File: config.mk
export PLATFORM = sky130hd
export DESIGN_NAME = hbkt_fifo
export DESIGN_NICKNAME = d
export VERILOG_FILES = /design/src/rtl/hbkt_fifo.sv
export SDC_FILE = /design/constraint.sdc
export NUM_CORES = 1
export LEC_CHECK = 0
export ABC_AREA = 0
export BUFFER_PORTS_ARGS = -buffer_cell sky130_fd_sc_hd__clkbuf_2
export CAP_MARGIN = 20
export CORE_AREA = 2 2 56 58
export CTS_CLUSTER_DIAMETER = 150
export DETAILED_ROUTE_END_ITERATION = 10
export DIE_AREA = 0 0 58 60
export SYNTH_ARGS = -nofsm -noshare
export SYNTH_HDL_FRONTEND = slang
export SYNTH_SLANG_ARGS = --single-unit
File: constraint.sdc
create_clock -name i_clk -period 2.2 [get_ports i_clk]
set_clock_uncertainty 0.15 [all_clocks]
set_input_delay 0.11 -clock i_clk [delete_from_list [all_inputs] [get_ports i_clk]]
set_output_delay 0.11 -clock i_clk [all_outputs]
set_load 0.05 [all_outputs]
File: src/rtl/hbkt_fifo.sv
`default_nettype none

module hbkt_fifo #(
    parameter int WIDTH = 8
) (
    input  wire logic             i_clk,
    input  wire logic             i_rst_n,
    input  wire logic             i_push,
    input  wire logic [WIDTH-1:0] i_data,
    output logic                  o_full,
    input  wire logic             i_pop,
    output logic [WIDTH-1:0]      o_data,
    output logic                  o_empty
);

    logic [WIDTH-1:0] r_mem [2];
    logic             r_wp;
    logic             r_rp;
    logic [1:0]       r_count;
    logic             w_push;
    logic             w_pop;

    assign o_full  = (r_count == 2'd2);
    assign o_empty = (r_count == 2'd0);
    assign o_data  = r_mem[r_rp];
    assign w_push  = i_push && !o_full;
    assign w_pop   = i_pop && !o_empty;

    always_ff @(posedge i_clk) begin
        if (!i_rst_n) begin
            r_wp    <= 1'b0;
            r_rp    <= 1'b0;
            r_count <= 2'd0;
        end else begin
            if (w_push) begin
                r_wp <= !r_wp;
            end
            if (w_pop) begin
                r_rp <= !r_rp;
            end
            case ({w_push, w_pop})
                2'b10:   r_count <= r_count + 2'd1;
                2'b01:   r_count <= r_count - 2'd1;
                default: r_count <= r_count;
            endcase
        end
    end

    always_ff @(posedge i_clk) begin
        if (w_push) begin
            r_mem[r_wp] <= i_data;
        end
    end

endmodule

`default_nettype wire

==> After elaboration in Yosys (flattened, before gate mapping) <==
Memory sizes are Yosys's and may differ from the RTL's. A register that Yosys moved wholly into a read port is not among the register bits.
Cells that the tools add are included.
Widths: inputs -> output; s select.
{ "totals": {"elab_cells": 22, "mem_bits_rw": 16, "regBits": 4, "memories": 1, "inputBits": 12} }
{ "mem_list": {"columns": ["name", "words", "word_bits", "read_ports", "rd_ports_with_merged_regs", "write_ports", "line_no", "text"], "rows": [
  ["r_mem", 2, 8, 1, 1, 1, "16", "logic [WIDTH-1:0] r_mem [2];"]
]} }
{ "op_classes": {"n_mux": 5, "n_reduce_logical": 8, "n_eq_ne": 3, "addsub": 2} }
{ "ops": {"columns": ["op", "n"], "rows": [
  ["$eq 2x2->1 const B", 2],
  ["$logic_not 1->1", 4],
  ["$mux 1", 4],
  ["$pmux 2 s2", 1],
  ["$add 2x1->2 const B", 1],
  ["$eq 2x1->1 const B", 1],
  ["$logic_and 1x1->1", 2],
  ["$logic_not 2->1", 1],
  ["$reduce_bool 2->1", 1],
  ["$sub 2x1->2 const B", 1]
]} }

==> Depth between registers and ports, before layout <==
Gate-level depths: netlist of the first run.
{ "logic_depth": {"word_depth": 5, "depth_mapped": 6, "mapped_depth_nobuf": 6} }

==> Worst setup path before layout of the first run <==
OpenSTA, ideal clock, no wires.
{ "synth_timing": {"path_kind": "register to register", "startpoint": "register r_count[0]", "endpoint": "memory r_mem[0][0], enable pin", "synth_period_minus_slack_ps": 1662, "path_buffers": 0, "t_required_ps": 1726, "setup_slack_ps": 538, "t_arrival_ps": 1188, "stages_incl_launch_ff": 5, "path_cell_list": "dfxtp_1 > nand2b_2 > inv_2 > or3_1 > inv_1"} }
{ "synth_via": {"elab_chain_cells": 5} }
{ "synth_lines": {"columns": ["item", "line_no", "text"], "rows": [
  ["start, declared", "19", "logic [1:0] r_count;"],
  ["start signal, assigned", "42", "2'b10: r_count <= r_count + 2'd1;"],
  ["start signal, assigned", "43", "2'b01: r_count <= r_count - 2'd1;"],
  ["start signal, assigned", "44", "default: r_count <= r_count;"],
  ["$eq 2x2->1", "23", "assign o_full = (r_count == 2'd2);"],
  ["via o_full", "10", "output logic o_full,"],
  ["$logic_not 1->1", "26", "assign w_push = i_push && !o_full;"],
  ["$logic_and 1x1->1", "26", null],
  ["$mux 1", "50", "if (w_push) begin"],
  ["$mux 1 (not written as such)", "51", "r_mem[r_wp] <= i_data;"],
  ["end, declared", "16", null]
]} }
The timed path passes the listed nets, and every way through them passes these cells.

==> results.sh, run 1 <==
export IMPL_drt_pass1_iterations=3
export IMPL_drt_wirelength_per_cell_um=10.61
export IMPL_routed_wl_mm=1.252
export IMPL_initial_core_util=0.2763
export IMPL_vias=499
export IMPL_grt_max_degree=13
export IMPL_critPathKind="register to primary output"
export IMPL_p_per_area_nw_per_um2=1243
export IMPL_drt_iter0_markers=7
export IMPL_synthDistinctLibCells=17
export IMPL_status="complete, no violations"
export IMPL_fillers=291
export IMPL_io_pins=22
export IMPL_netlist_area_um2=802.0
export IMPL_slew_headroom=0.7364
export IMPL_layoutNonFillerInstCount=118
export IMPL_routabilityCongestion=0.6812
export IMPL_synth_warnings=0
export IMPL_ys_seq_area_frac=0.7239
export IMPL_htreeDepth=1
export IMPL_insertedDiodeCount=0
export IMPL_cap_violations=0
export IMPL_vias_per_cell=4.229
export IMPL_synth_nets=65
export IMPL_min_period_over_period=0.8018
export IMPL_dp_cells=105
export IMPL_clockBufferDepth=2
export IMPL_ys_ff_latch=21
export IMPL_clock_latency_ns=0.30
export IMPL_antenna_found_initial=0
export IMPL_coreArea_um2=2903
export IMPL_cts_root_buf="clkbuf_4"
export IMPL_cts_resized=0
export IMPL_dpl_hpwl_um=912.1
export IMPL_grt_use_total=0.08376
export IMPL_max_freq_mhz=566.9
export IMPL_netlist_instances=52
export IMPL_reg2reg_depth=5
export IMPL_fp_dieW_um=58
export IMPL_nets=99
export IMPL_tightest_slew_ns=0.3953
export IMPL_crit_fanout=8
export IMPL_final_common_cell="clkbuf_2"
export IMPL_drive_gt1_frac=0.4118
export IMPL_fin_crit_ns=1.764
export IMPL_vdd_drop_max_v=0.0008462
export IMPL_synth_top_area_frac=0.5991
export IMPL_port_buffers=21
export IMPL_clk_pin_slew_worst_paths_ns=0.11
export IMPL_synthTopCellsByArea="edfxtp_1 60%, dfxtp_1 12%, mux2_2 11%, xnor2_1 2.2%, nor2_1 1.9%"
export IMPL_numCtsBuffers=3
export IMPL_rsz0062_at_grt="no"
export IMPL_die_area_um2=3480
export IMPL_yosys_area_top_type="edfxtp_1"
export IMPL_die_h_um=60
export IMPL_cts_sinks=21
export IMPL_cts_tree="done"
export IMPL_critPathArrivalTime_ns=1.50
export IMPL_cp_start_kind="register"
export IMPL_syn_area_per_cell_um2=15.42
export IMPL_finalSetupViolCount=0
export IMPL_postRouteAntennaNets=0
export IMPL_slew_viol_final=0
export IMPL_grt_ovfl_total=0
export IMPL_row_count=20
export IMPL_holdPathStages=4
export IMPL_route_detailed_drc=0
export IMPL_cp_end_kind="primary output"
export IMPL_area_growth_pct=32.45
export IMPL_hp_class="input port to register"
export IMPL_grt_pass1_wl_mm=2.083
export IMPL_most_common_layout_cells="21 x clkbuf_2, 16 x edfxtp_1, 9 x dlygate4sd3_1"
export IMPL_p_leak_nw=0.4326
export IMPL_setup_tns_ns=0
export IMPL_worstPathRequired_ns=1.94
export IMPL_hold_viol_final=0
export IMPL_grt_pass1_vias=485
path summary, 6_finish.rpt:
kind,startpoint,end,slack [ns]
worst max-delay path,register,o_data[4],0.44
worst min register to register,r_wp,r_wp,0.35
worst max register to register,r_count[0],r_count[1],0.49
worst min-delay path,i_push,r_wp,0.02
cell usage after synthesis:
library cell and number:
o21a_1 1, and3_1 1, o21ai_0 2, nand2_1 1, nand2b_2 1, or3_1 2, inv_2 1, xor2_1 1
dfxtp_1 5, a21oi_1 2, edfxtp_1 16, inv_1 3, ha_1 1, mux2_2 8, nor2_1 4, clkbuf_1 1
xnor2_1 2
worst max-delay path, stage by stage, from the launching register on:
cell      delay (ns)
dfxtp_1         0.56
mux2_2          0.40
clkbuf_2        0.24
kinds of logic (layout without fill, tap and decap cells):
logic type / count (synthesis) / after routing / share of synthesized area
AOI/OAI and AO/OA: 5 / 5 / 0.03433
adders and majority gates: 1 / 1 / 0.01560
xor gates and xnor gates: 3 / 3 / 0.03277
muxes: 8 / 8 / 0.1123
and+or+nand+nor: 9 / 9 / 0.05772
DFF: 21 / 21 / 0.7239
buffers and inverters: 5 / 38 / 0.02339
routing by layer:
layer,GRT usage,up-vias,routed length [um]
li1,-,252,-
met1,0.1026,226,572
met2,0.1282,16,572
met3,0.02165,5,72
met4,0.05980,0,34
met5,0,-,0
stage by stage:
stage                     hold slack, ns  power, mW  cell area [um^2]  utilization  worst slack, ns
after floorplan                  0.05887      1.027             802.0            -           0.5376
after global placement            0.1526      1.132             944.7       0.3254           0.5579
after detailed placement          0.1569      1.143             944.7       0.3254           0.5015
after CTS                       0.004016      1.336              1062       0.3659           0.4054
after global routing             0.03172      1.399              1062       0.3659           0.3248
final                            0.01690      1.320              1062       0.3659           0.4361
repair_timing:
action                                 4_1_cts  5_1_grt
hold buffers                                 9        0
buffers inserted                             0        0
endpoints found under the hold margin       21        0
state kept, by name, indices dropped and copies added (netlist names), named ones only:
| signal | flops |
|---|---|
| r_rp | 1 |
| r_mem | 16 |
| r_wp | 1 |
| r_count | 2 |
area by class of cell:
cell class / instances / area (um^2) / area share
clock buffers: 3 / 22.52 / 0.02120
multi-input cells: 26 / 202.7 / 0.1908
inverters: 4 / 15.01 / 0.01413
well taps: 33 / 41.29 / 0.03887
repair buffers: 30 / 195.2 / 0.1837
clock inverters: 1 / 5.005 / 0.004711
flip-flops and latches: 21 / 580.6 / 0.5465
power breakdown:
part	internal [mW]	total (mW)	switching, mW
sequential	0.510	0.568	0.0582
clock	0.0678	0.180	0.113
combinational	0.184	0.572	0.387
(Power assumes the default switching activity.)
==> run 2, diff against run 1 <==
==> constraint.sdc (replaced) <==
create_clock -name i_clk -period 1.58 [get_ports i_clk]
set_clock_uncertainty 0.15 [all_clocks]
set_input_delay 0.079 -clock i_clk [delete_from_list [all_inputs] [get_ports i_clk]]
set_output_delay 0.079 -clock i_clk [all_outputs]
set_load 0.05 [all_outputs]
==> run 2 against run 1 <==
Compared with the run above: critical path depth unchanged; sequential power up 42%; design area increased by 4.2%; wire length increased by 6.1%; via count rose by 3.4%; critical path type unchanged; total power grew 47%; highest routed layer unchanged; largest power group unchanged; combinational power rose by 55%.
==> results.sh, run 2 (synthesis results as in run 1) <==
export IMPL_cp_end_kind="primary output"
export IMPL_multi_input_area_um2=234.0
export IMPL_grt_use_total=0.08698
export IMPL_crit_chain="mux2_2, clkbuf_2"
export IMPL_routabilityCongestion=0.6786
export IMPL_clock_power_share=0.127
export IMPL_die_area_um2=3480
export IMPL_clk_pin_slew_worst_paths_ns=0.11
export IMPL_route_detailed_drc=0
export IMPL_vdd_drop_max_v=0.001011
export IMPL_drt_pass1_iterations=2
export IMPL_vias_per_cell=4.336
export IMPL_grt_max_degree=13
export IMPL_grt_pass1_wl_mm=2.214
export IMPL_drt_iter0_markers=8
export IMPL_cts_sinks=21
export IMPL_cts_root_buf="clkbuf_4"
export IMPL_postRouteAntennaNets=0
export IMPL_p_leak_nw=0.4418
export IMPL_initial_core_util=0.2763
export IMPL_critPathArrivalTime_ns=1.30
export IMPL_hp_class="input port to register"
export IMPL_top_register="r_mem"
export IMPL_htreeDepth=1
export IMPL_dpl_hpwl_um=953.6
export IMPL_crit_path_max_incr_delay_ns=0.43
export IMPL_die_h_um=60
export IMPL_port_buffers=21
export IMPL_worst_slack_ns=0.04905
export IMPL_cap_violations=0
export IMPL_drt_wirelength_per_cell_um=11.16
export IMPL_hold_viol_final=0
export IMPL_numCtsBuffers=3
export IMPL_dp_cells=106
export IMPL_row_count=20
export IMPL_min_period_over_period=0.9690
export IMPL_antenna_found_initial=0
export IMPL_crit_fanout=8
export IMPL_grt_pass1_vias=556
export IMPL_switchingPower_mw=0.8108
export IMPL_cp_slowest_cell="dfxtp_4"
export IMPL_coreArea_um2=2903
export IMPL_drive_gt1_frac=0.5116
export IMPL_vias=516
export IMPL_nets=100
export IMPL_area_growth_pct=38.07
export IMPL_swShare=0.4181
export IMPL_p_seq_frac=0.415
export IMPL_fillers=299
export IMPL_largest_reg_flops=16
export IMPL_io_pins=22
export IMPL_slew_viol_final=0
export IMPL_routed_wl_mm=1.328
export IMPL_cp_start_kind="register"
export IMPL_clock_latency_ns=0.29
export IMPL_insertedDiodeCount=0
export IMPL_slew_headroom=0.7424
export IMPL_reg_largest_list="r_mem (16), r_count (2)"
export IMPL_combPwrFrac=0.458
export IMPL_fin_util=0.3815
export IMPL_grt_ovfl_total=0
export IMPL_most_common_layout_cells="20 x clkbuf_2, 16 x edfxtp_1, 9 x dlygate4sd3_1"
export IMPL_p_per_area_nw_per_um2=1751
export IMPL_clockBufferDepth=2
export IMPL_seqCellArea_um2=586.8
export IMPL_p_int_mw=1.129
export IMPL_layoutNonFillerInstCount=119
export IMPL_finalSetupViolCount=0
export IMPL_critPathKind="register to primary output"
export IMPL_worstPathRequired_ns=1.35
export IMPL_fp_dieW_um=58
export IMPL_tightest_slew_ns=0.3864
export IMPL_status="complete, no violations"
export IMPL_final_common_cell="clkbuf_2"
export IMPL_post_cts_setup_buffer_count=0
export IMPL_fin_crit_ns=1.531
export IMPL_dp_slack_ns=-0.01890
export IMPL_rsz0062_at_grt="no"
export IMPL_max_freq_mhz=653.2
export IMPL_cts_tree="done"
-- run 2: final timing paths --
kind              start          to  slack [ns]  depth (start not counted)
max            register   o_data[4]        0.05                          2
min              i_push        r_wp        0.03                          4
max reg2reg  r_count[0]  r_count[1]        0.06                          5
min reg2reg        r_wp        r_wp        0.36                          2
-- run 2: critical path: cells and delay by family (launching register included) --
kind                   cells  cell delay (ns)
buffers and inverters      1             0.23
flip-flops                 1             0.43
multiplexers               1             0.34
-- run 2: metal layers --
metal | track usage | wire (um) | up-vias
li1 | - | - | 253
met1 | 0.08892 | 546 | 248
met2 | 0.1591 | 695 | 13
met3 | 0.02381 | 77 | 2
met4 | 0.04983 | 8 | 0
met5 | 0 | 0 | -
-- run 2: cell type report --
class	instances	area share
inverter	4	0.01356
multi-input combinational	26	0.2113
clock inverter	1	0.004520
timing repair buffer	31	0.1831
tap	33	0.03729
sequential	21	0.5299
clock buffer	3	0.02034
-- run 2: repair_timing --
action / in CTS / in global routing
endpoints found under the hold margin: 21 / 0
pin swaps: 0 / 2
hold buffers: 9 / 0
endpoints found under the setup margin: 9 / 2
resized for setup: 5 / 4
-- run 2: per-stage QoR --
| stage | hold slack [ns] | power (mW) | instance area (um^2) | TNS, ns |
|---|---|---|---|---|
| after floorplan | 0.02787 | 1.435 | 803.3 | 0 |
| final | 0.03448 | 1.939 | 1107 | 0 |
| after CTS | 0.01799 | 1.927 | 1091 | 0 |
| after global placement | 0.1236 | 1.602 | 953.4 | 0 |
| after global routing | 0.05413 | 2.050 | 1107 | 0 |
| after detailed placement | 0.1255 | 1.624 | 953.4 | -0.01890 |
-- run 2: power groups by stage --
stage / combinational [mW] / clock (mW) / sequential, mW
2_1_floorplan: 0.668 / 0 / 0.766
3_3_place_gp: 0.808 / 0 / 0.794
3_5_place_dp: 0.823 / 0 / 0.801
4_1_cts: 0.869 / 0.260 / 0.798
5_1_grt: 0.947 / 0.283 / 0.821
6_report: 0.889 / 0.246 / 0.804
==> run 3, diff against run 2 <==
==> constraint.sdc (replaced) <==
create_clock -name i_clk -period 1.4 [get_ports i_clk]
set_clock_uncertainty 0.15 [all_clocks]
set_input_delay 0.07 -clock i_clk [delete_from_list [all_inputs] [get_ports i_clk]]
set_output_delay 0.07 -clock i_clk [all_outputs]
set_load 0.05 [all_outputs]
==> run 3 against run 2 <==
Compared with the run above: the run now ends with negative setup slack left; first-iteration DRC count rose by 110%; cell count increased by 6.7%; clock power grew 18%; die area is the same; sequential power rose by 8.7%; flip-flop and latch count unchanged; non-clock buffer count increased by 8; largest cell class unchanged; largest power group unchanged; highest routed layer is now met3.
==> results.sh, run 3 (synthesis results as in run 1) <==
export IMPL_worst_slack_ns=-0.1569
export IMPL_fin_util=0.4599
export IMPL_cts_tree="done"
export IMPL_top_register="r_mem"
export IMPL_cts_sinks=21
export IMPL_hold_viol_final=0
export IMPL_r2r_start="r_count[1]"
export IMPL_port_buffers=21
export IMPL_crit_start="r_count[1]"
export IMPL_tightest_slew_ns=0.2269
export IMPL_slew_viol_final=0
export IMPL_drive_gt1_frac=0.5426
export IMPL_dpl_hpwl_mm=1.046
export IMPL_routabilityCongestion=0.5951
export IMPL_cp_end_kind="register"
export IMPL_postRouteAntennaNets=0
export IMPL_drt_iter0_markers=17
export IMPL_clockBufferDepth=2
export IMPL_r2r_end="r_count[1]"
export IMPL_p_per_area_nw_per_um2=2047
export IMPL_fp_dieW_um=58
export IMPL_rsz0062_at_grt="yes"
export IMPL_worstPathRequired_ns=1.49
export IMPL_numCtsBuffers=3
export IMPL_multi_input_area_um2=266.5
export IMPL_grt_ovfl_total=0
export IMPL_vias_per_cell=4.291
export IMPL_crit_path_max_incr_delay_ns=0.37
export IMPL_antenna_found_initial=0
export IMPL_vias=545
export IMPL_min_period_over_period=1.112
export IMPL_insertedDiodeCount=0
export IMPL_cp_start_kind="register"
export IMPL_max_freq_mhz=642.3
export IMPL_die_h_um=60
export IMPL_row_count=20
export IMPL_vdd_drop_max_v=0.001326
export IMPL_cts_root_buf="clkbuf_4"
export IMPL_critPathArrivalTime_ns=1.65
export IMPL_finalSetupViolCount=19
export IMPL_drt_wirelength_per_cell_um=12.77
export IMPL_coreArea_um2=2903
export IMPL_crit_buf_inv=0
export IMPL_fillers=271
export IMPL_largest_reg_flops=16
export IMPL_layoutNonFillerInstCount=127
export IMPL_place_area_um2=1040
export IMPL_area_growth_pct=66.46
export IMPL_fin_crit_ns=1.557
export IMPL_status="finished with violations"
export IMPL_grt_use_total=0.09904
export IMPL_hold_start="i_push"
export IMPL_htreeDepth=1
export IMPL_holdPathStages=4
export IMPL_violations="negative setup slack"
export IMPL_cp_slowest_cell="dfxtp_2"
export IMPL_route_detailed_drc=0
export IMPL_drt_pass1_iterations=3
export IMPL_crit_chain="o21a_1, ha_4, xnor2_1, or3_1, a21oi_2"
export IMPL_fin_area_um2=1335
export IMPL_dp_cells=112
export IMPL_critPathKind="register to register"
export IMPL_p_leak_nw=0.5473
export IMPL_most_common_layout_cells="16 x edfxtp_1, 11 x clkbuf_2, 9 x dlygate4sd3_1, 9 x buf_8, 8 x mux2_4"
export IMPL_reg2reg_setup_slack_ns=-0.16
export IMPL_clock_latency_ns=0.30
export IMPL_seqCellArea_um2=584.3
export IMPL_nets=108
export IMPL_hp_class="input port to register"
export IMPL_cap_violations=0
export IMPL_slew_headroom=0.8471
export IMPL_whs_endpoint="r_wp"
export IMPL_routed_wl_mm=1.622
export IMPL_final_common_cell="edfxtp_1"
export IMPL_grt_max_degree=12
export IMPL_io_pins=22
export IMPL_grt_pass1_vias=592
export IMPL_grt_pass1_wl_mm=2.490
export IMPL_clk_pin_slew_worst_paths_ns=0.12
export IMPL_reg2reg_depth=5
export IMPL_die_area_um2=3480
export IMPL_initial_core_util=0.2763
export IMPL_reg_largest_list="r_mem (16), r_count (2)"
export IMPL_cp_top_family="flip-flops"
export IMPL_crit_fanout=3
## run 3: cell type report
class | instances | area share
timing repair buffer | 39 | 0.2933
clock buffer | 4 | 0.01968
sequential | 21 | 0.4377
multi-input combinational | 26 | 0.1996
tap | 33 | 0.03093
inverter | 4 | 0.01874
## run 3: what timing repair did
item,in CTS,in global routing
gates resized for setup,33,15
hold buffers,9,0
setup buffers,1,1
pin swaps,7,0
cloned,0,0
hold endpoints to repair,21,0
setup endpoints to repair,19,20
## run 3: metal layers
layer | global-route usage | up-vias | share of wire
li1 | - | 271 | -
met1 | 0.1055 | 260 | 0.42
met2 | 0.1769 | 14 | 0.53
met3 | 0.03030 | 0 | 0.049
met4 | 0.04983 | 0 | 0
met5 | 0 | - | 0
## run 3: tightest hold or removal path, stage by stage
cell      delay [ns]
clkbuf_2        0.12
inv_1           0.07
o21ai_0         0.09
a21oi_1         0.13
## run 3: per-stage QoR
step | power [mW] | setup TNS, ns | setup slack [ns] | hold WS, ns
4_1_cts | 2.623 | -1.191 | -0.1148 | 0.04705
2_1_floorplan | 1.656 | -0.6218 | -0.1169 | 0.01887
3_3_place_gp | 1.972 | -0.08078 | -0.07455 | 0.1120
3_5_place_dp | 2.020 | -0.4484 | -0.1135 | 0.1181
5_1_grt | 2.866 | -2.599 | -0.2233 | 0.05417
6_report | 2.733 | -1.659 | -0.1569 | 0.05401
## run 3: worst max path at each step
stage / slack [ns] / end / cells after the start
6_report: -0.16 / r_count[1] / 5
5_1_grt: -0.22 / r_count[1] / 5
4_1_cts: -0.11 / r_count[1] / 5
3_5_place_dp: -0.11 / r_count[1] / 4
3_3_place_gp: -0.07 / r_count[1] / 4
2_1_floorplan: -0.12 / r_count[1] / 4
## run 3: power breakdown
part,total [mW],internal [mW],switching (mW)
combinational,1.57,0.767,0.803
sequential,0.874,0.810,0.0636
clock,0.290,0.111,0.179
total,2.73,1.69,1.05
