===== config.mk =====
export PLATFORM = sky130hd
export DESIGN_NAME = hbkt_front
export DESIGN_NICKNAME = d
export VERILOG_FILES = /design/src/rtl/hbkt_pkg.sv /design/src/rtl/hbkt_front.sv
export SDC_FILE = /design/constraint.sdc
export NUM_CORES = 1
export LEC_CHECK = 0
export BUFFER_PORTS_ARGS = -buffer_cell sky130_fd_sc_hd__buf_4
export CAP_MARGIN = 20
export CORE_ASPECT_RATIO = 1.25
export CORE_MARGIN = 2
export CORE_UTILIZATION = 59
export CTS_BUF_LIST = sky130_fd_sc_hd__clkbuf_8
export CTS_CLUSTER_SIZE = 16
export DETAILED_ROUTE_END_ITERATION = 8
export PLACE_DENSITY_LB_ADDON = 0.1
export SYNTH_ARGS = -nofsm -noshare
export SYNTH_HDL_FRONTEND = slang
export SYNTH_SLANG_ARGS = --single-unit

===== constraint.sdc =====
create_clock -name i_clk -period 9.85 [get_ports i_clk]
set_input_delay 1.97 -clock i_clk [delete_from_list [all_inputs] [get_ports i_clk]]
set_output_delay 1.97 -clock i_clk [all_outputs]
set_load 0.1 [all_outputs]

===== src/rtl/hbkt_pkg.sv =====
`default_nettype none

package hbkt_pkg;

    // operation codes carried in s_axis_tuser
    typedef enum logic [1:0] {
        OP_FIND   = 2'd0,
        OP_INSERT = 2'd1,
        OP_CLEAR  = 2'd2
    } t_op;

    // configuration register indexes
    typedef enum logic {
        CFG_BUCKET_COUNT = 1'b0,
        CFG_WAYS_IN_USE  = 1'b1
    } t_cfg_idx;

    localparam int OP_W         = 2;
    localparam int KEY_IN_W     = 32;
    localparam int BUCKET_CFG_W = 11;
    localparam int WAYS_CFG_W   = 4;
    localparam int CFG_DATA_W   = 11;
    localparam int CFG_IDX_W    = 1;
    localparam int SLOT_OUT_W   = 13;
    localparam int OUT_TDATA_W  = 16;

    localparam logic [BUCKET_CFG_W-1:0] BUCKET_COUNT_RESET = 11'd1024;
    localparam logic [WAYS_CFG_W-1:0]   WAYS_IN_USE_RESET  = 4'd5;

endpackage

`default_nettype wire


===== src/rtl/hbkt_front.sv =====
`default_nettype none

module hbkt_front #(
    parameter int NUM_BUCKETS = 1024,
    parameter int MAX_WAYS    = 8,
    parameter int KEY_WIDTH   = 32
) (
    input  wire logic                              i_clk,
    input  wire logic                              i_rst_n,
    input  wire logic [hbkt_pkg::BUCKET_CFG_W-1:0] i_bucket_count,
    input  wire logic [hbkt_pkg::WAYS_CFG_W-1:0]   i_ways_in_use,
    input  wire logic                              i_in_valid,
    output logic                                   o_in_ready,
    input  wire logic [hbkt_pkg::OP_W-1:0]         i_op,
    input  wire logic [hbkt_pkg::KEY_IN_W-1:0]     i_key,
    input  wire logic                              i_hold,
    output logic                                   o_push,
    output logic [hbkt_pkg::OP_W + ((KEY_WIDTH < hbkt_pkg::KEY_IN_W) ? KEY_WIDTH :
                  hbkt_pkg::KEY_IN_W) + $clog2(MAX_WAYS + 1) +
                  ((NUM_BUCKETS * MAX_WAYS > 1) ? $clog2(NUM_BUCKETS * MAX_WAYS) : 1)
                  - 1:0]                           o_entry,
    input  wire logic                              i_full
);

    localparam int KW    = (KEY_WIDTH < hbkt_pkg::KEY_IN_W) ? KEY_WIDTH : hbkt_pkg::KEY_IN_W;
    localparam int DW    = $clog2(NUM_BUCKETS + 1);
    localparam int WW    = $clog2(MAX_WAYS + 1);
    localparam int DEPTH = NUM_BUCKETS * MAX_WAYS;
    localparam int SW    = (DEPTH > 1) ? $clog2(DEPTH) : 1;
    localparam int CW    = $clog2(KW + 1);
    localparam int PW    = DW + WW;

    typedef enum logic [1:0] {S_IDLE, S_DIV, S_MUL, S_PUSH} t_state;

    t_state                    r_state;
    logic [hbkt_pkg::OP_W-1:0] r_op;
    logic [KW-1:0]             r_key;
    logic [KW-1:0]             r_dvd;
    logic [DW-1:0]             r_rem;
    logic [DW-1:0]             r_div;
    logic [WW-1:0]             r_ways;
    logic [CW-1:0]             r_cnt;
    logic [SW-1:0]             r_base;

    logic [DW-1:0] w_eff_b;
    logic [WW-1:0] w_eff_w;
    logic [DW:0]   w_shift;
    logic          w_ge;
    logic [DW-1:0] n_rem;
    logic [PW-1:0] w_prod;

    always_comb begin
        if (i_bucket_count == '0) begin
            w_eff_b = DW'(1);
        end else if (32'(i_bucket_count) > NUM_BUCKETS) begin
            w_eff_b = DW'(NUM_BUCKETS);
        end else begin
            w_eff_b = DW'(i_bucket_count);
        end
        if (i_ways_in_use == '0) begin
            w_eff_w = WW'(1);
        end else if (32'(i_ways_in_use) > MAX_WAYS) begin
            w_eff_w = WW'(MAX_WAYS);
        end else begin
            w_eff_w = WW'(i_ways_in_use);
        end
    end

    // restoring remainder, one key bit per cycle, MSB first
    assign w_shift = {r_rem, r_dvd[KW-1]};
    assign w_ge    = (w_shift >= {1'b0, r_div});
    assign n_rem   = w_ge ? DW'(w_shift - {1'b0, r_div}) : w_shift[DW-1:0];
    assign w_prod  = PW'(r_rem) * PW'(r_ways);

    assign o_in_ready = (r_state == S_IDLE) && !i_hold;
    assign o_push     = (r_state == S_PUSH) && !i_full;
    assign o_entry    = {r_op, r_key, r_ways, r_base};

    always_ff @(posedge i_clk) begin
        if (!i_rst_n) begin
            r_state <= S_IDLE;
        end else begin
            unique case (r_state)
                S_IDLE: begin
                    if (i_in_valid && o_in_ready) begin
                        r_op   <= i_op;
                        r_key  <= i_key[KW-1:0];
                        r_dvd  <= i_key[KW-1:0];
                        r_rem  <= '0;
                        r_div  <= w_eff_b;
                        r_ways <= w_eff_w;
                        r_cnt  <= '0;
                        r_base <= '0;
                        unique case (i_op) inside
                            hbkt_pkg::OP_FIND, hbkt_pkg::OP_INSERT: r_state <= S_DIV;
                            default:                                r_state <= S_PUSH;
                        endcase
                    end
                end
                S_DIV: begin
                    r_dvd <= {r_dvd[KW-2:0], 1'b0};
                    r_rem <= n_rem;
                    r_cnt <= r_cnt + CW'(1);
                    if (r_cnt == CW'(KW - 1)) begin
                        r_state <= S_MUL;
                    end
                end
                S_MUL: begin
                    r_base  <= SW'(w_prod);
                    r_state <= S_PUSH;
                end
                S_PUSH: begin
                    if (!i_full) begin
                        r_state <= S_IDLE;
                    end
                end
                default: r_state <= S_IDLE;
            endcase
        end
    end

endmodule

`default_nettype wire


* Word-level counts from Yosys, hierarchy flattened *
Cells that the tools add are included.

word-level totals
  output and inout port bits = 53
  flip-flop bits (word level) = 113
  word-level logic and storage cells = 59
  input port bits = 54

cells by class
  order comparisons = 3
  reductions and logical operators = 18
  $add $sub $neg = 2
  multiplexer cells = 16
  eq/ne operators = 8
  $mul = 1

operator list
  cell                  count
  $pmux 32 s2           1
  $mux 11               3
  $mux 32               1
  $pmux 13 s2           1
  $pmux 11 s2           1
  $mul 11x4->13         1
  $mux 13               1
  $ge 12x11->1          1
  $pmux 6 s2            1
  $reduce_and 3->1      4
  $gt 11x11->1 const B  1
  $logic_not 11->1      1
  $sub 11x11->11        1
  $mux 2                4
  $pmux 2 s4            1
  $add 6x1->6 const B   1
  $eq 6x5->1 const B    1
  $mux 6                1
  $reduce_or 2->1       3
  $eq 2x1->1 const B    2
  $eq 2x2->1 const B    2
  $gt 4x4->1 const B    1
  $logic_not 2->1       2
  $logic_not 4->1       1
  6 further kinds       11

* Depth between registers and ports, before layout *
Gate-level depths: netlist (run 1).

  depth after elaboration = 5
  depth in mapped cells = 13

* Worst setup path before layout (run 1) *
Ideal clock, no wire load.

  path kind = input to register
  start point = in i_hold
  end point = reg r_cnt[0] (enable)
  setup time = 0.472 ns
  arrival time = 6.027 ns
  setup slack = 3.351 ns
  stages on the path = 3
  path through = nor2b_1 > nand2_1 > a21oi_1

on the way
  longest elaborated chain between the ends = 5

RTL lines
  what                        line               text
  start, declared             hbkt_front.sv:16   input wire logic i_hold,
  $logic_not 1->1             hbkt_front.sv:75   assign o_in_ready = (r_state == S_IDLE) && !i_hold;
  $logic_and 1x1->1           hbkt_front.sv:75
  $logic_and 1x1->1           hbkt_front.sv:85   if (i_in_valid && o_in_ready) begin
  $ne 2x1->1 (no line)        n/a
  $reduce_and 3->1 (no line)  n/a
  end signal, assigned        hbkt_front.sv:103  r_cnt <= r_cnt + CW'(1);
  end, declared               hbkt_front.sv:42   logic [CW-1:0] r_cnt;

No other way between the ends.
A chain may end at the register's enable or synchronous reset.

* Worst setup path after layout (run 1) *
  start point = in i_hold
  end point = out o_in_ready

on the way
  longest elaborated chain between the ends = 2

RTL lines
  what               line              text
  $logic_not 1->1    hbkt_front.sv:75
  $logic_and 1x1->1  hbkt_front.sv:75
  end, declared      hbkt_front.sv:13  output logic o_in_ready,

No other way between the ends.

==> summary.txt, run 1 <==
vias in the first global route - 4074
CP Class - in2out
Synth cell types - 44
Least-Margin Pin Slew - 0.649 ns
via count - 4003
WL final - 10700 um
DRT iter0 DRCs - 215
grt ovf - 0
io pins - 107
Antenna Cells - 0
CP max FO - 2
worst path bufs/invs - 2
Critical Path Source Type - input port
clock tree sinks - 113
hold buffer count at cts - 0
Leak Pwr - 3.08 nW
internal power - 0.00108 W
status - finished, final reports clean
largest net degree at the start of global routing - 53
commonest non-fill, non-tap cell in the layout - edfxtp_1
CTS buffer count - 17
setup slack after layout - 5.33 ns
yosys warns - 0
Cells after Synth - 499
die area - 11300 um2
Reg power frac - 38.3%
top cells by area, synth - edfxtp_1, ha_1, fa_1
initial antenna violation count - 0
Worst Skew - 0.00647 ns
share of the synthesized area in the top cell type - 54.0%
# DRC - 0
Sw Ratio - 36.0%
CP arrival - 2.55 ns
Max Fclk - 221 MHz
Final min period - 4.52 ns
fin. max-slew vios - 0
net switching power - 0.000607 W
P per Cell Area - 224 nW/um2
first-pass GRT wire length - 18100 um
TritonCTS clock tree - yes
Placement Setup Slack - 5.32 ns
cell family with most CP delay - buffers and inverters
Logic pwr share - 36.5%
WP data required - 7.88 ns
post-CTS sizing - 0
Final Util - 74.1%
most frequent cells in the layout - edfxtp_1, buf_4, inv_1
post-CTS setup buffer count - 0
FP Rows - 41
cell mode on critical path - buf_4
clock latency on the worst-skew pair - 0.42 ns
synthesis-to-layout area growth - 21.9%
nets - 718
Synth Cell Area - 6170 um2
Seq cells post-synth - 113
routability congestion estimate - 0.788
Avg WL per Cell - 14.1 um
Initial Util - 60.8%
Die H - 118 um
count of final hold-check violations - 0
H-tree depth - 4
Seq/Total Area, Yosys - 54.7%
net count after synthesis - 603
register clock-pin slew on the reported worst setup and hold paths - 0.07 ns
RSZ-0062 raised after global routing - false
crit path cell chain - buf_4 -> nor2b_1 -> buf_4
Mean Syn Cell Area - 12.4 um2
Final period util - 45.9%
share of cells above drive strength 1 - 28.9%
Vias/cell - 5.29
Synth area leader - edfxtp_1
GRT Overall Usage - 20.7%
fillers - 705
Worst VDD drop - 0.000167 V
chip width - 95.5 um
max-cap violations - 0
Clk network pwr share - 25.2%
worst reg2reg setup slack - 6.24 ns
# setup viols final - 0
dpl hpwl - 7700 um
Core Area - 10200 um2
element type at the critical path end - output pin
number of routed nets with antenna violations - 0
CTS Buffer Depth - 2
Crit path largest cell delay - 0.32 ns
root buffer cell - clkbuf_8
DR pass1 iterations - 4
Max-slew headroom - 56.8%
Worst Hold Class - reg2reg
CP max stage cell - buf_4
Fin Setup TNS - 0 ns
port bufs - 106
## logic make-up after synthesis
logic type / synth area share, %
AND/OR/NAND/NOR: 13.0
flip-flops: 54.7
buffers and inverters: 4.07
AO/OA/AOI/OAI: 6.41
adder cells (fa/ha/maj): 12.4
multiplexers: 6.99
XOR/XNOR: 2.41
## flip-flops by register name, summed over array words and instances, names as in the netlist
signal,count
r_op,2
r_ways,4
r_cnt,6
r_rem,11
r_dvd,32
r_div,11
r_base,13
r_state,2
r_key,32
## power by group through the flow
stage          Sequential (W)  Clock, W  Combinational (W)
6_report             0.000647  0.000426           0.000616
4_1_cts              0.000647  0.000436           0.000614
2_1_floorplan        0.000759         0           0.000383
3_3_place_gp         0.000655         0           0.000591
3_5_place_dp         0.000657         0           0.000611
5_1_grt              0.000653  0.000454           0.000682
## synthesized netlist by cell type (all sizes together)
library cell and n:
nand4 3, a31oi 1, nand2b 11, fa 19, a211o 1, nor2 28
nor4 2, nand2 34, o31a 1, ha 31, and3 2, o211a 1
mux2i 6, buf 1, o41ai 2, inv 50, o2111ai 2, edfxtp 111
a2111o 1, clkinv 1, clkbuf 13, xor2 4, o2111a 1, a21oi 13
a211oi 7, a21boi 1, nor3 7, o21ai 20, and2 33, o21a 3
nor2b 21, o211ai 3, o31ai 1, mux2 33, or2 1, or3 2
and2b 1, dfxtp 2, xnor2 13, a21o 2, nand3 10
## metrics by stage
step           total power, W  instance area, um2  std cells  hold slack, ns
3_3_place_gp          0.00125                7110        722           0.529
3_5_place_dp          0.00127                7110        722           0.532
4_1_cts               0.00170                7500        754           0.550
5_1_grt               0.00179                7520        756           0.567
6_report              0.00169                7520        756           0.555
2_1_floorplan         0.00114                6170        499           0.523
## final cells by class
class	count	area, um2	area share, %
flip-flops and latches	113	3370	44.8
well taps	129	161	2.15
repair buffers	110	838	11.1
clock buffers	17	234	3.11
clock inverters	15	156	2.08
multi-input cells	321	2570	34.1
inverters	51	191	2.54
## final timing paths
kind | from | to | cells after the start
hold / removal | r_dvd[13] | r_dvd[14] | 1
hold reg to reg | r_dvd[13] | r_dvd[14] | 1
setup / recovery | i_hold | o_in_ready | 3
setup reg to reg | r_ways[3] | r_base[12] | 12
## per-layer routing
metal  track usage [%]  share of wire, %  vias up
li1                  -                 -     1987
met1              23.8                39     1904
met2              36.0                54       99
met3              6.50               5.0       13
met4              6.96               1.5        0
met5                 0                 0        -
(Power assumes the default switching activity.)
==> run 2, diff against run 1 <==
--- a/config.mk
+++ b/config.mk
@@ -9,7 +9,7 @@
 export CAP_MARGIN = 20
 export CORE_ASPECT_RATIO = 1.25
 export CORE_MARGIN = 2
-export CORE_UTILIZATION = 59
+export CORE_UTILIZATION = 58
 export CTS_BUF_LIST = sky130_fd_sc_hd__clkbuf_8
 export CTS_CLUSTER_SIZE = 16
 export DETAILED_ROUTE_END_ITERATION = 8
==> constraint.sdc (replaced) <==
create_clock -name i_clk -period 4.2 [get_ports i_clk]
set_input_delay 0.84 -clock i_clk [delete_from_list [all_inputs] [get_ports i_clk]]
set_output_delay 0.84 -clock i_clk [all_outputs]
set_load 0.1 [all_outputs]
==> run 2 against run 1 <==
Effect of this change: sequential power grew 130%; register-to-register slack lost 5.7 ns; largest power group unchanged; non-clock buffer count is the same; via count grew 1.0%; cell count grew 0.40%.
==> summary.txt, run 2 (synthesis results as in run 1) <==
vias in the first global route - 4173 (+2.4%)
commonest non-fill, non-tap cell in the layout - edfxtp_1
CP arrival - 3.83 ns (+1.28 ns)
count of final hold-check violations - 0 (unchanged)
Fin Setup TNS - 0 ns (unchanged)
Final min period - 3.65 ns
worst r2r src - r_ways[3]
placed insts - 727 (+0.69%)
CP Class - reg2reg
dpl hpwl - 7930 um (+3.0%)
CP max FO - 11 (+9)
DR pass1 iterations - 5 (+1)
root buffer cell - clkbuf_8
FP Rows - 42 (+2.4%)
Initial Util - 59.0% (-1.7 points)
worst path bufs/invs - 2 (unchanged)
status - finished, final reports clean
Core Area - 10500 um2 (+3.0%)
fin. max-slew vios - 0 (unchanged)
cell family with most CP delay - adder cells
TritonCTS clock tree - yes
Post-Layout Cell Count - 759 (+0.40%)
# DRC - 0 (unchanged)
post-CTS setup buffer count - 0 (unchanged)
worst r2r dst - r_base[12]
Vias/cell - 5.33 (+0.65%)
biggest regs - r_dvd x32, r_key x32, r_base x13
Worst VDD drop - 0.000326 V (+95%)
hold buffer count at cts - 0 (unchanged)
Leak Pwr - 3.08 nW (+0.13%)
Crit path largest cell delay - 0.54 ns (+0.22 ns)
via count - 4045 (+1.0%)
post-CTS sizing - 0 (unchanged)
Antenna Cells - 0 (unchanged)
CTS buffer count - 17 (unchanged)
Worst Hold Class - reg2reg
crit path cell chain - and2_1 -> fa_1 -> inv_1 -> fa_1 -> inv_1 -> ha_1 -> nor2b_4 -> o31a_1 -> o211a_1 -> o41ai_2 -> xnor2_1 -> nor2_1
most frequent cells in the layout - edfxtp_1, buf_4, inv_1
chip width - 96.3 um (+0.82%)
RSZ-0062 raised after global routing - false
Final Util - 72.0% (-2.1 points)
nets - 718 (unchanged)
CP startpoint - r_ways[3]
element type at the critical path end - flop
die area - 11500 um2 (+1.7%)
Final period util - 86.9%
r2r worst-path depth - 12 (unchanged)
Worst Skew - 0.0123 ns (+0.00586 ns)
Max-slew headroom - 36.9% (-20 points)
Die H - 119 um (+0.83%)
CTS Buffer Depth - 2 (unchanged)
initial antenna violation count - 0 (unchanged)
Avg WL per Cell - 14.5 um (+2.8%)
GRT Overall Usage - 20.9% (+0.25 points)
number of routed nets with antenna violations - 0 (unchanged)
register clock-pin slew on the reported worst setup and hold paths - 0.08 ns (about the same)
WP depth - 12 (+9)
DRT iter0 DRCs - 166 (-23%)
largest net degree at the start of global routing - 53 (unchanged)
Tot Pwr - 0.00400 W (+140%)
Critical Path Source Type - flop
first-pass GRT wire length - 18400 um (+2.0%)
hold wc startpoint - r_dvd[2]
WP data required - 4.38 ns (-3.50 ns)
Max Fclk - 274 MHz
clock tree sinks - 113 (unchanged)
routability congestion estimate - 0.839 (+6.4%)
CP Capture Point - r_base[12]
io pins - 107 (unchanged)
synthesis-to-layout area growth - 21.9% (about the same)
Least-Margin Pin Slew - 0.944 ns (+0.296 ns)
WL final - 11000 um (+3.2%)
clock latency on the worst-skew pair - 0.43 ns (about the same)
H-tree depth - 4 (unchanged)
port bufs - 106 (unchanged)
# setup viols final - 0 (unchanged)
share of cells above drive strength 1 - 28.5% (-0.32 points)
grt ovf - 0 (unchanged)
worst reg2reg setup slack - 0.55 ns (-5.69 ns)
P per Cell Area - 531 nW/um2 (+140%)
max-cap violations - 0 (unchanged)
CP max stage cell - fa_1
run 2: area by class of cell:
type                            instances  area, um2
Tap cell                              132        165
Sequential cell                       113       3370
Inverter                               51        191
Fill cell                             751       2930
Clock inverter                         15        168
Clock buffer                           17        234
Multi-Input combinational cell        321       2570
Timing Repair Buffer                  110        826
run 2: worst min-delay path by stage:
stage,slack [ns],to,cells past startpoint
after global routing,0.55,r_op[0],1
final,0.54,r_dvd[3],1
after CTS,0.54,r_dvd[3],1
after global placement,0.53,r_dvd[2],1
after floorplan,0.52,r_dvd[29],1
after detailed placement,0.53,r_dvd[15],1
run 2: report_power, final:
part	internal (W)	total, W	switching (W)
registers	0.00145	0.00151	0.0000658
logic	0.000542	0.00144	0.000896
clock network	0.000582	0.00104	0.000461
total	0.00257	0.00400	0.00142
run 2: metrics by stage:
stage	cell area, um2	worst slack, ns	hold slack [ns]
detailed placement	7120	0.557	0.532
global placement	7120	0.677	0.529
CTS	7530	0.541	0.541
floorplan	6190	0.176	0.523
global route	7530	0.420	0.555
finish	7530	0.551	0.541
run 2: worst reg2reg max path, delay by kind of cell (launching register included):
family          cells  cell delay, ns
simple gates        3            0.42
flops               1            0.53
xor+xnor            1            0.15
compound gates      3            0.80
fa+ha+maj           3            1.40
buf+inv             2            0.10
run 2: metal layers:
| metal | global-route usage [%] | vias to the layer above | routed length (um) |
|---|---|---|---|
| met5 | 0 | - | 0 |
| met4 | 7.32 | 0 | 96 |
| met2 | 35.5 | 108 | 5920 |
| met3 | 7.15 | 8 | 597 |
| met1 | 24.2 | 1947 | 4410 |
| li1 | - | 1982 | - |
==> run 3, diff against run 2 <==
--- a/config.mk
+++ b/config.mk
@@ -11,6 +11,7 @@
 export CORE_MARGIN = 2
 export CORE_UTILIZATION = 58
 export CTS_BUF_LIST = sky130_fd_sc_hd__clkbuf_8
+export CTS_CLUSTER_DIAMETER = 150
 export CTS_CLUSTER_SIZE = 16
 export DETAILED_ROUTE_END_ITERATION = 8
 export PLACE_DENSITY_LB_ADDON = 0.1
==> constraint.sdc (replaced) <==
create_clock -name i_clk -period 4.2 [get_ports i_clk]
set_input_delay 0.42 -clock i_clk [delete_from_list [all_inputs] [get_ports i_clk]]
set_output_delay 0.42 -clock i_clk [all_outputs]
set_load 0.1 [all_outputs]
==> run 3 against run 2 <==
Effect of this change: clock skew about the same; non-clock buffer count unchanged; die area unchanged; sequential share of layout area up 0.15 points; register-to-register slack about the same; total power down 1.2%; clock-buffer cell count unchanged; critical path depth unchanged; sequential cell count unchanged; cell count unchanged; first-iteration DRC count up 43%; worst hold slack worse by 0.37 ns; largest cell class unchanged; largest power group unchanged.
==> summary.txt, run 3 (synthesis results as in run 1) <==
max-cap violations - 0 (unchanged)
Core Area - 10500 um2 (unchanged)
clock latency on the worst-skew pair - 0.43 ns (about the same)
CP max stage cell - fa_1
Post-Layout Cell Count - 759 (unchanged)
register clock-pin slew on the reported worst setup and hold paths - 0.07 ns (about the same)
port bufs - 106 (unchanged)
fin. max-slew vios - 0 (unchanged)
CP arrival - 3.82 ns (about the same)
DR pass1 iterations - 4 (-1)
Final min period - 3.64 ns (-0.0133 ns)
GRT Overall Usage - 21.1% (+0.13 points)
Final Util - 71.7% (-0.24 points)
post-CTS setup buffer count - 0 (unchanged)
via count - 4085 (+0.99%)
Fin Setup TNS - 0 ns (unchanged)
chip width - 96.3 um (unchanged)
Logic pwr share - 36.7% (+0.7 points)
Initial Util - 59.0% (unchanged)
CTS buffer count - 17 (unchanged)
worst path bufs/invs - 2 (unchanged)
RSZ-0062 raised after global routing - false
FP Rows - 42 (unchanged)
synthesis-to-layout area growth - 21.5%
WL final - 11200 um (+2.0%)
Reg power frac - 38.4% (+0.5 points)
most frequent cells in the layout - edfxtp_1, buf_4, inv_1
hold buffer count at cts - 0 (unchanged)
status - finished, final reports clean
vias in the first global route - 4301 (+3.1%)
grt ovf - 0 (unchanged)
Leak Pwr - 3.07 nW (-0.37%)
net switching power - 0.00143 W (+0.74%)
Vias/cell - 5.38 (+0.99%)
WP data required - 4.38 ns (about the same)
CP Class - reg2reg
# setup viols final - 0 (unchanged)
count of final hold-check violations - 0 (unchanged)
Antenna Cells - 0 (unchanged)
placed insts - 727 (unchanged)
root buffer cell - clkbuf_8
Max Fclk - 275 MHz (+0.37%)
Die H - 119 um (unchanged)
Worst Skew - 0.0120 ns (-0.000294 ns)
Final period util - 86.6% (-0.32 points)
Clk network pwr share - 24.9% (-1.2 points)
DRT iter0 DRCs - 237 (+43%)
setup slack after layout - 0.565 ns (+0.0133 ns)
post-CTS sizing - 0 (unchanged)
initial antenna violation count - 0 (unchanged)
first-pass GRT wire length - 18700 um (+1.5%)
# DRC - 0 (unchanged)
io pins - 107 (unchanged)
Sw Ratio - 36.3% (+0.70 points)
dpl hpwl - 8070 um (+1.8%)
die area - 11500 um2 (unchanged)
H-tree depth - 4 (unchanged)
CTS Buffer Depth - 2 (unchanged)
nets - 718 (unchanged)
share of cells above drive strength 1 - 28.7% (+0.16 points)
P per Cell Area - 526 nW/um2 (-0.87%)
element type at the critical path end - flop
CP max FO - 11 (unchanged)
number of routed nets with antenna violations - 0 (unchanged)
largest net degree at the start of global routing - 53 (unchanged)
internal power - 0.00251 W (-2.3%)
Placement Setup Slack - 0.519 ns (-0.0375 ns)
Avg WL per Cell - 14.8 um (+2.0%)
biggest regs - r_dvd x32, r_key x32, r_base x13
clock tree sinks - 113 (unchanged)
Least-Margin Pin Slew - 0.939 ns (-0.00496 ns)
commonest non-fill, non-tap cell in the layout - edfxtp_1
cell family with most CP delay - adder cells
Max-slew headroom - 37.2% (+0.33 points)
Worst Hold Class - in2reg
crit path cell chain - and2_1 -> fa_1 -> inv_1 -> fa_1 -> inv_1 -> ha_1 -> nor2b_4 -> o31a_1 -> o211a_1 -> o41ai_2 -> xnor2_1 -> nor2_1
Worst VDD drop - 0.000301 V (-7.6%)
Crit path largest cell delay - 0.54 ns (about the same)
TritonCTS clock tree - yes
routability congestion estimate - 0.832 (-0.76%)
Critical Path Source Type - flop
## run 3: final cells by class
cell class,count,area [um2]
flip-flops and latches,113,3370
fillers,745,2960
multi-input cells,321,2570
repair buffers,110,826
clock buffers,17,234
inverters,51,191
well taps,132,165
clock inverters,15,143
## run 3: final timing paths
check | from | to | slack, ns | cells past startpoint
worst min-delay path | i_op[0] | r_op[0] | 0.17 | 1
worst min register to register | r_dvd[27] | r_dvd[28] | 0.56 | 1
worst max-delay path | r_ways[3] | r_base[12] | 0.56 | 12
worst max register to register | r_ways[3] | r_base[12] | 0.56 | 12
## run 3: power groups by stage
stage / sequential, W / combinational [W] / clock, W
6_report: 0.00152 / 0.00145 / 0.000982
5_1_grt: 0.00153 / 0.00159 / 0.00105
4_1_cts: 0.00152 / 0.00146 / 0.000999
3_5_place_dp: 0.00154 / 0.00145 / 0
3_3_place_gp: 0.00153 / 0.00140 / 0
2_1_floorplan: 0.00177 / 0.000905 / 0
## run 3: metal layers
layer  vias up  wire length, um  GRT usage (%)
li1       1983                -              -
met1      1973             4540           24.2
met2       107             5870           36.2
met3        22              576           5.57
met4         0              245           9.29
met5         -                0              0
## run 3: worst register-to-register path, delay by kind of cell, from the launching register on
| family | cells | cell delay [ns] |
|---|---|---|
| AOI/OAI and AO/OA | 3 | 0.80 |
| xor gates and xnor gates | 1 | 0.16 |
| adders and majority gates | 3 | 1.39 |
| buffers and inverters | 2 | 0.10 |
| DFF | 1 | 0.53 |
| and+or+nand+nor | 3 | 0.43 |
## run 3: metrics by stage
step	hold slack (ns)	power [W]	cell area [um2]
floorplan	0.519	0.00268	6190
global placement	0.528	0.00293	7120
detailed placement	0.533	0.00298	7120
CTS	0.147	0.00397	7500
global route	0.151	0.00417	7500
finish	0.170	0.00395	7500
